[config.mk]
export PLATFORM = sky130hd
export DESIGN_NAME = binomial_coefficient_unit
export DESIGN_NICKNAME = d
export VERILOG_FILES = /design/src/bcu_pkg.sv /design/src/binomial_coefficient_unit.sv
export SDC_FILE = /design/constraint.sdc
export NUM_CORES = 1
export LEC_CHECK = 0
export ABC_CLOCK_PERIOD_IN_PS = 8300
export BUFFER_PORTS_ARGS = -buffer_cell sky130_fd_sc_hd__clkbuf_2
export CAP_MARGIN = 25
export CORE_MARGIN = 2
export CORE_UTILIZATION = 37
export DETAILED_ROUTE_END_ITERATION = 10
export GPL_TIMING_DRIVEN = 1
export HOLD_SLACK_MARGIN = 0.1
export MAX_ROUTING_LAYER = met4
export PLACE_DENSITY = 0.6
export SYNTH_ARGS = -nofsm -noshare
export SYNTH_HDL_FRONTEND = slang
export SYNTH_SLANG_ARGS = --single-unit
[constraint.sdc]
create_clock -name clk -period 8.3 [get_ports clk]
set_input_delay 0.415 -clock clk [delete_from_list [all_inputs] [get_ports clk]]
set_output_delay 0.415 -clock clk [all_outputs]
set_load 0.01 [all_outputs]
[src/bcu_pkg.sv]
package bcu_pkg;

  // Default operand width for n and k.
  localparam int COUNT_BITS_DEFAULT = 8;
  // The running value wraps at 32 bits.
  localparam int ACC_W = 32;
  localparam int BITCNT_W = $clog2(ACC_W);

  // Microprogram address width.
  localparam int PC_W = 3;

  // Datapath operations.
  localparam logic [2:0] OP_WAIT  = 3'd0;  // Take a new n and k.
  localparam logic [2:0] OP_CHECK = 3'd1;  // Handle k greater than n and fold k.
  localparam logic [2:0] OP_TEST  = 3'd2;  // Compare the step count with k.
  localparam logic [2:0] OP_MUL   = 3'd3;  // Multiply by n minus i, start the division.
  localparam logic [2:0] OP_DIV   = 3'd4;  // One quotient bit.
  localparam logic [2:0] OP_INCR  = 3'd5;  // Advance the step count.
  localparam logic [2:0] OP_EMIT  = 3'd6;  // Load the output register.

  // Sequencing modes.
  localparam logic [1:0] SEQ_NEXT      = 2'd0;  // Go to the next address.
  localparam logic [1:0] SEQ_JUMP      = 2'd1;  // Go to the target.
  localparam logic [1:0] SEQ_JUMP_IF   = 2'd2;  // Target if the flag is set, else next.
  localparam logic [1:0] SEQ_HOLD_JUMP = 2'd3;  // Target if the flag is set, else stay.

  // Microprogram addresses.
  localparam logic [PC_W-1:0] PC_WAIT  = 3'd0;
  localparam logic [PC_W-1:0] PC_CHECK = 3'd1;
  localparam logic [PC_W-1:0] PC_TEST  = 3'd2;
  localparam logic [PC_W-1:0] PC_MUL   = 3'd3;
  localparam logic [PC_W-1:0] PC_DIV   = 3'd4;
  localparam logic [PC_W-1:0] PC_INCR  = 3'd5;
  localparam logic [PC_W-1:0] PC_EMIT  = 3'd6;

  typedef struct packed {
    logic [2:0]      op;
    logic [1:0]      seq;
    logic [PC_W-1:0] target;
  } ucode_t;

  // The control store.
  function automatic ucode_t ucode_rom(input logic [PC_W-1:0] addr);
    ucode_t w;
    unique case (addr)
      PC_WAIT:  w = '{op: OP_WAIT,  seq: SEQ_HOLD_JUMP, target: PC_CHECK};
      PC_CHECK: w = '{op: OP_CHECK, seq: SEQ_JUMP_IF,   target: PC_EMIT};
      PC_TEST:  w = '{op: OP_TEST,  seq: SEQ_JUMP_IF,   target: PC_EMIT};
      PC_MUL:   w = '{op: OP_MUL,   seq: SEQ_NEXT,      target: PC_WAIT};
      PC_DIV:   w = '{op: OP_DIV,   seq: SEQ_HOLD_JUMP, target: PC_INCR};
      PC_INCR:  w = '{op: OP_INCR,  seq: SEQ_JUMP,      target: PC_TEST};
      PC_EMIT:  w = '{op: OP_EMIT,  seq: SEQ_HOLD_JUMP, target: PC_WAIT};
      default:  w = '{op: OP_INCR,  seq: SEQ_JUMP,      target: PC_WAIT};
    endcase
    return w;
  endfunction

endpackage

[src/binomial_coefficient_unit.sv]
// Binomial coefficient unit: C(n,k) by the multiplicative formula, 32-bit wrap.
// The input channel (in_valid, in_ready, in_n_total, in_k_chosen) takes one pair
// per transfer. The result channel (out_valid, out_ready, out_coefficient) gives
// exactly one coefficient per input transfer, in order. When k exceeds n the
// result is 0; otherwise k is folded to min(k, n-k) and for each step i the
// running value is multiplied by n-i (low 32 bits kept) and divided by i+1.
// Control is a seven-word microprogram; a program counter walks it with jumps.
// Each step runs a test, a multiply, a 32-bit restoring division that retires
// one quotient bit per cycle, and an increment. When k exceeds n, the check
// step jumps straight to the emit step. One item is in work at a time; the
// next input is taken once the result sits in the output register, even
// while the receiver has not yet taken it.
// If the receiver stalls, out_valid and out_coefficient hold, and the
// sequencer waits at its emit step with the next result until the register
// frees up. Synchronous active-low reset returns the sequencer to its wait
// step and empties the output register; no other state survives an item.
module binomial_coefficient_unit #(
  parameter int COUNT_BITS = bcu_pkg::COUNT_BITS_DEFAULT
) (
  input  logic                     clk,
  input  logic                     rst_n,
  input  logic                     in_valid,
  output logic                     in_ready,
  input  logic [COUNT_BITS-1:0]    in_n_total,
  input  logic [COUNT_BITS-1:0]    in_k_chosen,
  output logic                     out_valid,
  input  logic                     out_ready,
  output logic [bcu_pkg::ACC_W-1:0] out_coefficient
);

  localparam int AW = bcu_pkg::ACC_W;
  localparam int BW = bcu_pkg::BITCNT_W;

  // Sequencer state.
  logic [bcu_pkg::PC_W-1:0] pc_r, pc_nxt;
  bcu_pkg::ucode_t          uw;
  logic                     flag;

  // Datapath registers.
  logic [COUNT_BITS-1:0] n_r, n_nxt;
  logic [COUNT_BITS-1:0] k_r, k_nxt;
  logic [COUNT_BITS-1:0] i_r, i_nxt;
  logic [AW-1:0]         acc_r, acc_nxt;
  logic [COUNT_BITS-1:0] rem_r, rem_nxt;
  logic [BW-1:0]         bitcnt_r, bitcnt_nxt;

  // Output register.
  logic          out_valid_r, out_valid_nxt;
  logic [AW-1:0] out_coef_r, out_coef_nxt;

  // Combinational helpers.
  logic [COUNT_BITS-1:0]    n_minus_k;
  logic [COUNT_BITS-1:0]    n_minus_i;
  logic [AW+COUNT_BITS-1:0] product;
  logic [COUNT_BITS:0]      divisor;
  logic [COUNT_BITS:0]      partial;
  logic                     take;
  logic                     out_free;

  assign uw = bcu_pkg::ucode_rom(pc_r);

  assign n_minus_k = n_r - k_r;
  assign n_minus_i = n_r - i_r;
  assign product   = acc_r * n_minus_i;

  // Restoring division by i+1; the quotient shifts into acc from the bottom while
  // the dividend shifts out of the top. The remainder always stays below i+1.
  assign divisor = {1'b0, i_r} + (COUNT_BITS + 1)'(1);
  assign partial = {rem_r, acc_r[AW-1]};
  assign take    = (partial >= divisor);

  assign out_free = !out_valid_r || out_ready;
  assign in_ready = (uw.op == bcu_pkg::OP_WAIT);

  // Condition flag for the current microword.
  always_comb begin
    unique case (uw.op)
      bcu_pkg::OP_WAIT:  flag = in_valid;
      bcu_pkg::OP_CHECK: flag = (k_r > n_r);
      bcu_pkg::OP_TEST:  flag = (i_r == k_r);
      bcu_pkg::OP_DIV:   flag = (bitcnt_r == BW'(AW - 1));
      bcu_pkg::OP_EMIT:  flag = out_free;
      default:           flag = 1'b0;
    endcase
  end

  // Next microprogram address.
  always_comb begin
    case (uw.seq)
      bcu_pkg::SEQ_NEXT:    pc_nxt = pc_r + 1'b1;
      bcu_pkg::SEQ_JUMP:    pc_nxt = uw.target;
      bcu_pkg::SEQ_JUMP_IF: pc_nxt = flag ? uw.target : pc_r + 1'b1;
      default:              pc_nxt = flag ? uw.target : pc_r;
    endcase
  end

  // Datapath actions selected by the microword.
  always_comb begin
    n_nxt         = n_r;
    k_nxt         = k_r;
    i_nxt         = i_r;
    acc_nxt       = acc_r;
    rem_nxt       = rem_r;
    bitcnt_nxt    = bitcnt_r;
    out_coef_nxt  = out_coef_r;
    out_valid_nxt = out_valid_r && !out_ready;
    unique case (uw.op)
      bcu_pkg::OP_WAIT: begin
        n_nxt = in_n_total;
        k_nxt = in_k_chosen;
      end
      bcu_pkg::OP_CHECK: begin
        // A k above n gives zero; otherwise use the smaller of k and n-k.
        i_nxt = '0;
        if (k_r > n_r) begin
          acc_nxt = '0;
        end else begin
          acc_nxt = AW'(1);
          if (n_minus_k < k_r) begin
            k_nxt = n_minus_k;
          end
        end
      end
      bcu_pkg::OP_TEST: begin
      end
      bcu_pkg::OP_MUL: begin
        acc_nxt    = product[AW-1:0];
        rem_nxt    = '0;
        bitcnt_nxt = '0;
      end
      bcu_pkg::OP_DIV: begin
        rem_nxt    = take ? COUNT_BITS'(partial - divisor) : partial[COUNT_BITS-1:0];
        acc_nxt    = {acc_r[AW-2:0], take};
        bitcnt_nxt = bitcnt_r + 1'b1;
      end
      bcu_pkg::OP_INCR: begin
        i_nxt = i_r + 1'b1;
      end
      bcu_pkg::OP_EMIT: begin
        if (out_free) begin
          out_coef_nxt  = acc_r;
          out_valid_nxt = 1'b1;
        end
      end
      default: begin
      end
    endcase
  end

  always_ff @(posedge clk) begin
    if (!rst_n) begin
      pc_r        <= bcu_pkg::PC_WAIT;
      out_valid_r <= 1'b0;
    end else begin
      pc_r        <= pc_nxt;
      out_valid_r <= out_valid_nxt;
    end
  end

  always_ff @(posedge clk) begin
    n_r        <= n_nxt;
    k_r        <= k_nxt;
    i_r        <= i_nxt;
    acc_r      <= acc_nxt;
    rem_r      <= rem_nxt;
    bitcnt_r   <= bitcnt_nxt;
    out_coef_r <= out_coef_nxt;
  end

  assign out_valid       = out_valid_r;
  assign out_coefficient = out_coef_r;

endmodule

### After elaboration in Yosys (flattened, before gate mapping)

Cells that the tools add are included.

| operators by class | value |
|---|---|
| $add $sub $neg | 7 |
| multiply operators | 1 |
| magnitude comparators | 3 |
| eq/ne operators | 18 |
| multiplexer cells | 16 |
| reductions and logical operators | 14 |

Operator list:

| cell | count |
|---|---|
| case mux 32 bit (3 select lines) | 1 |
| case mux 8 bit (7 select lines) | 1 |
| case mux 8 bit (2 select lines) | 3 |
| multiplier 32 x 8 -> 32 bit | 1 |
| two-way mux 8 bit | 3 |
| subtractor 8 bit | 3 |
| == test 3 bit, second input constant | 6 |
| == test 3 x 2 -> 1 bit, second input constant | 4 |
| case mux 5 bit (2 select lines) | 1 |
| adder 8 x 1 -> 9 bit, second input constant | 1 |
| >= comparator 9 bit | 1 |
| case mux 3 bit (3 select lines) | 1 |
| adder 8 x 1 -> 8 bit, second input constant | 1 |
| == test 8 bit | 1 |
| > comparator 8 bit | 1 |
| less-than comparator 8 bit | 1 |
| == test 3 x 1 -> 1 bit, second input constant | 2 |
| logical NOT 3 bit | 2 |
| two-way mux 3 bit | 2 |
| nonzero test 2 bit | 3 |
| adder 5 x 1 -> 5 bit, second input constant | 1 |
| == test 5 bit, second input constant | 1 |
| case mux 1 bit (5 select lines) | 1 |
| != test 2 bit, second input constant | 2 |
| other kinds (12) | 15 |

| storage, ports and cells | value |
|---|---|
| flip-flop bits (word level) | 105 |
| output and inout bits | 34 |
| word-level logic and storage cells | 68 |

### Logic depth before layout (Yosys ltp)

| logic depth | value |
|---|---|
| depth after elaboration | 6 |
| depth in mapped cells | 28 |
| mapped depth without buffers | 28 |

### Worst setup path before layout

OpenSTA, ideal clock, no wires.

| timing path | value |
|---|---|
| path type | reg-to-reg |
| start | reg n_r[0] |
| end | reg acc_r[31], data pin |
| setup time | 0.256 ns |
| arrival | 6.835 ns |
| data required time | 8.044 ns |
| setup slack | 1.208 ns |
| cell stages (with the launch flop) | 29 |
| path buffers | 1 |
| clock period less this slack | 7.092 ns |
| cell sequence | edfxtp_1 -> inv_1 -> ha_1 -> inv_1 -> fa_1 -> a211oi_1 -> nor2_1 -> a21o_1 -> a21oi_1 -> xnor2_1 -> clkbuf_1 -> nand2_1 -> fa_1 -> fa_1 -> inv_1 -> fa_1 -> inv_1 -> fa_1 -> inv_1 -> ha_1 -> or3_4 -> o21bai_1 -> a311o_1 -> a21oi_2 -> a31oi_1 -> and4_4 -> a2111oi_4 -> xnor3_1 -> a22o_1 |

| on the way | value |
|---|---|
| longest elaborated chain between the ends | 3 |

RTL lines:

| element | line | RTL |
|---|---|---|
| start: declaration | binomial_coefficient_unit.sv:40 | `logic [COUNT_BITS-1:0] n_r, n_nxt;` |
| start signal: assignment | binomial_coefficient_unit.sv:161 | `n_r <= n_nxt;` |
| subtractor 8 bit | binomial_coefficient_unit.sv:63 | `assign n_minus_i = n_r - i_r;` |
| multiplier 32 x 8 -> 32 bit | binomial_coefficient_unit.sv:64 | `assign product = acc_r * n_minus_i;` |
| case mux 32 bit (3 select lines) | binomial_coefficient_unit.sv:107 | `unique case (uw.op)` |
| net acc_nxt[31] | binomial_coefficient_unit.sv:43 | `logic [AW-1:0] acc_r, acc_nxt;` |
| end signal: assignment | binomial_coefficient_unit.sv:164 | `acc_r <= acc_nxt;` |
| end: declaration | binomial_coefficient_unit.sv:43 |  |

The timed path passes the listed nets, and every way through them passes these cells.
A chain may end at the register's enable or synchronous reset.

### Final worst setup path

| timing path | value |
|---|---|
| start | reg i_r[0] |
| end | reg acc_r[31], data pin |

| on the way | value |
|---|---|
| longest elaborated chain between the ends | 3 |

RTL lines:

| element | line | RTL |
|---|---|---|
| start: declaration | binomial_coefficient_unit.sv:42 | `logic [COUNT_BITS-1:0] i_r, i_nxt;` |
| start signal: assignment | binomial_coefficient_unit.sv:163 | `i_r <= i_nxt;` |
| subtractor 8 bit | binomial_coefficient_unit.sv:63 |  |
| multiplier 32 x 8 -> 32 bit | binomial_coefficient_unit.sv:64 |  |
| case mux 32 bit (3 select lines) | binomial_coefficient_unit.sv:107 |  |
| net acc_nxt[31] | binomial_coefficient_unit.sv:43 |  |

The timed path passes the listed nets, and every way through them passes these cells.

==> impl_summary.log <==
[metrics] post-route fraction of the period consumed by the critical path: 0.903
[metrics] largest net degree at the start of global routing: 34
[metrics] maximum level of the CTS H-tree: 3
[metrics] die span in x: 186 um
[metrics] post-route ant nets: 0
[metrics] signed area change from the synthesized netlist to the final layout: 9.45%
[metrics] vias in the first global route: 9,271
[metrics] primary flip-flop cell chosen by synthesis mapping: edfxtp_1
[metrics] Max Clock Skew: around 0.017 ns
[metrics] routed length per placed instance: 17.0 um
[metrics] Final Critical Period: between 7 and 8 ns
[metrics] number of flops mapped to enable cells by yosys: between 100 and 150
[metrics] Final Cell Area: approximately 13,000 um2
[metrics] WL final: about 30,000 um
[metrics] Max transition margin: 0.357
[metrics] Setup-failing EPs final: 0
[metrics] number of nets produced by synthesis: between 1,500 and 2,000
[metrics] core area: 32,600 um2
[metrics] Num Clock Sinks: 105
[metrics] HP Class: in2reg
[metrics] total of warnings raised by yosys: 0
[metrics] GR Overflow Total: 0
[metrics] post-CTS setup buffer count: 0
[metrics] source-to-sink clock delay at the later pin of the worst-skew pair: approximately 0.39 ns
[metrics] number of detailed-route iterations in the first pass: 5
[metrics] TritonCTS Buffers: 9
[metrics] Critical Path RT: about 8.5 ns
[metrics] GRT Resource Usage Total: 0.191
[metrics] Final Max Tran Viols: 0
[metrics] Hold Fails Final Rpt: 0
[metrics] DR vias: 8,722
[metrics] CTS-repair resized insts: 0
[metrics] post-layout net count: roughly 1,600
[metrics] f_max: roughly 130 MHz
[metrics] Hold WS: between 0.2 and 0.25 ns
[metrics] fraction of layout cells with a size suffix above 1: 0.0805
[metrics] start of the worst register-to-register path: i_r[0]
[metrics] Seq/Total Area, Yosys: 0.254
[metrics] Setup crit end: acc_r[31]
[metrics] remaining design rule violation count: 0
[metrics] # hold bufs at CTS: 0
[metrics] average via count per standard cell: 4.99
[metrics] category of the most critical setup path: reg2reg
[metrics] outcome: finished clean
[metrics] register-to-register setup slack: roughly 0.80 ns
[metrics] area of the die: between 30,000 and 40,000 um2
[metrics] cell area reported after detailed placement: roughly 13,000 um2
[metrics] utilization after layout: 0.412
[metrics] HPWL Detailed: about 22,000 um
[metrics] Root Buffer: clkbuf_16
[metrics] area of the mapped netlist: about 12,000 um2
[metrics] RD Place Congestion: about 0.87
[metrics] number of port buffers: 53
[metrics] Worst Setup End Kind: flip-flop
[metrics] TritonCTS clock tree: built
[metrics] WP data arrival: 7.64 ns
[metrics] crit start category: flip-flop
[metrics] first-pass GRT wire length: 49,100 um
[metrics] mean cell area of the mapped netlist: 9.77 um2
[metrics] cell row count: 66
[metrics] boundary pin count: 54
[metrics] terminus of the critical flop-to-flop path: acc_r[31]
[metrics] most frequent standard cell in the layout excluding fill and tap cells: inv_1
[metrics] CTS clock-pin slew for the worst setup and hold paths: ~0.08 ns
[metrics] effective utilization at floorplan: 0.376
[metrics] die span in y: between 150 and 200 um
[metrics] count of different cell masters after synthesis: 59
[metrics] Iteration-0 DRC Markers: about 480
[metrics] largest fanout on the critical path: 12
[metrics] most frequent cells in the layout: inv_1, fa_1, and2_1, nand2_1, edfxtp_1
[metrics] cell depth of the worst flop-to-flop path: 26
[metrics] Synth Register Bits: 105
[metrics] Sum Neg Setup Slack: 0 ns
[metrics] initial antenna violation count: 0
[metrics] crit path launch: i_r[0]
[metrics] ant diodes: 0
[metrics] actual slew at the worst max-slew pin: roughly 0.96 ns
[metrics] max-capacitance violation count: 0
[metrics] unrepaired setup endpoints after global routing: no
[metrics] instance count of the mapped netlist: roughly 1,300
[metrics] Async SR Flop Fraction: 0
[metrics] buffers from clock root to sink, at most: 2
## registers in the layout (all words and copies together), names as in the netlist
name,count
acc_r,32
bitcnt_r,5
i_r,8
k_r,8
n_r,8
out_coefficient,32
out_valid,1
pc_r,3
rem_r,8
## stage by stage
stage | std cells | worst slack, ns
global route | 1747 | 0.295
floorplan | 1256 | 1.21
CTS | 1744 | 0.797
global placement | 1728 | 0.926
detailed placement | 1728 | 0.803
finish | 1747 | 0.803
## final cells by class
class | count | area (um2)
Clock buffer | 9 | 225
Clock inverter | 7 | 60.1
Fill cell | 3208 | 19200
Multi-Input combinational cell | 901 | 8260
Inverter | 214 | 803
Tap cell | 442 | 553
Sequential cell | 105 | 3110
Timing Repair Buffer | 69 | 413
## layer usage
metal / wire length (um) / track usage
met5: 0 / -
met4: 907 / 0.0753
met3: 908 / 0.0264
met2: 14400 / 0.311
met1: 13500 / 0.243
## synthesized netlist by cell type (all sizes together) (7+ instances only)
cell type | n | share of area
o21ai | 43 | 0.018
o21a | 12 | 0.0073
nand3 | 26 | 0.011
inv | 213 | 0.065
edfxtp | 101 | 0.25
ha | 83 | 0.085
a21o | 21 | 0.013
nor3 | 11 | 0.0045
nor2b | 11 | 0.0056
and2 | 158 | 0.081
nand2 | 104 | 0.032
a211oi | 7 | 0.0043
fa | 159 | 0.26
a31oi | 9 | 0.0046
nor2 | 45 | 0.014
xor2 | 28 | 0.020
a21oi | 40 | 0.017
and3 | 7 | 0.0036
clkbuf | 36 | 0.011
nand2b | 32 | 0.016
a22o | 7 | 0.0050
xnor2 | 33 | 0.024
## how the worst min path moves through the flow
stage             startpoint                  end  slack [ns]  cells after the start
6_report       in_n_total[5]               n_r[5]        0.20                      1
5_1_grt        in_n_total[5]               n_r[5]        0.19                      1
4_1_cts        in_n_total[5]               n_r[5]        0.19                      1
3_5_place_dp       out_valid            out_valid        0.49                      2
3_3_place_gp       out_valid            out_valid        0.50                      2
2_1_floorplan      acc_r[30]  out_coefficient[30]        0.47                      0
## kinds of logic (layout without fill, tap and decap cells)
family,after synthesis,after routing,share of synthesized area
xor gates and xnor gates,63,63,0.0473
DFF,105,105,0.254
adders and majority gates,242,242,0.344
muxes,3,3,0.00265
and+or+nand+nor,420,420,0.182
AOI/OAI and AO/OA,173,173,0.0937
buffers and inverters,250,299,0.0765
## worst max-delay path, stage by stage, from the launching register on
cell and delay [ns]:
edfxtp_1 0.48, ha_1 0.19, inv_1 0.04, fa_1 0.42
a211oi_1 0.23, nor2_1 0.11, a21o_1 0.18, a21oi_1 0.22
xnor2_2 0.29, nand2_1 0.16, fa_1 0.51, fa_1 0.54
inv_1 0.05, fa_1 0.53, inv_1 0.05, fa_1 0.52
inv_1 0.04, ha_1 0.22, or3_4 0.40, o21bai_1 0.18
a311o_1 0.45, a21oi_2 0.24, a31oi_1 0.15, and4_4 0.23
a2111oi_4 0.36, xnor3_1 0.26, a22o_1 0.19
Power is left out: the tool's default activity adds up to more than one toggle a clock period on the data nets, which glitch-free logic cannot reach.
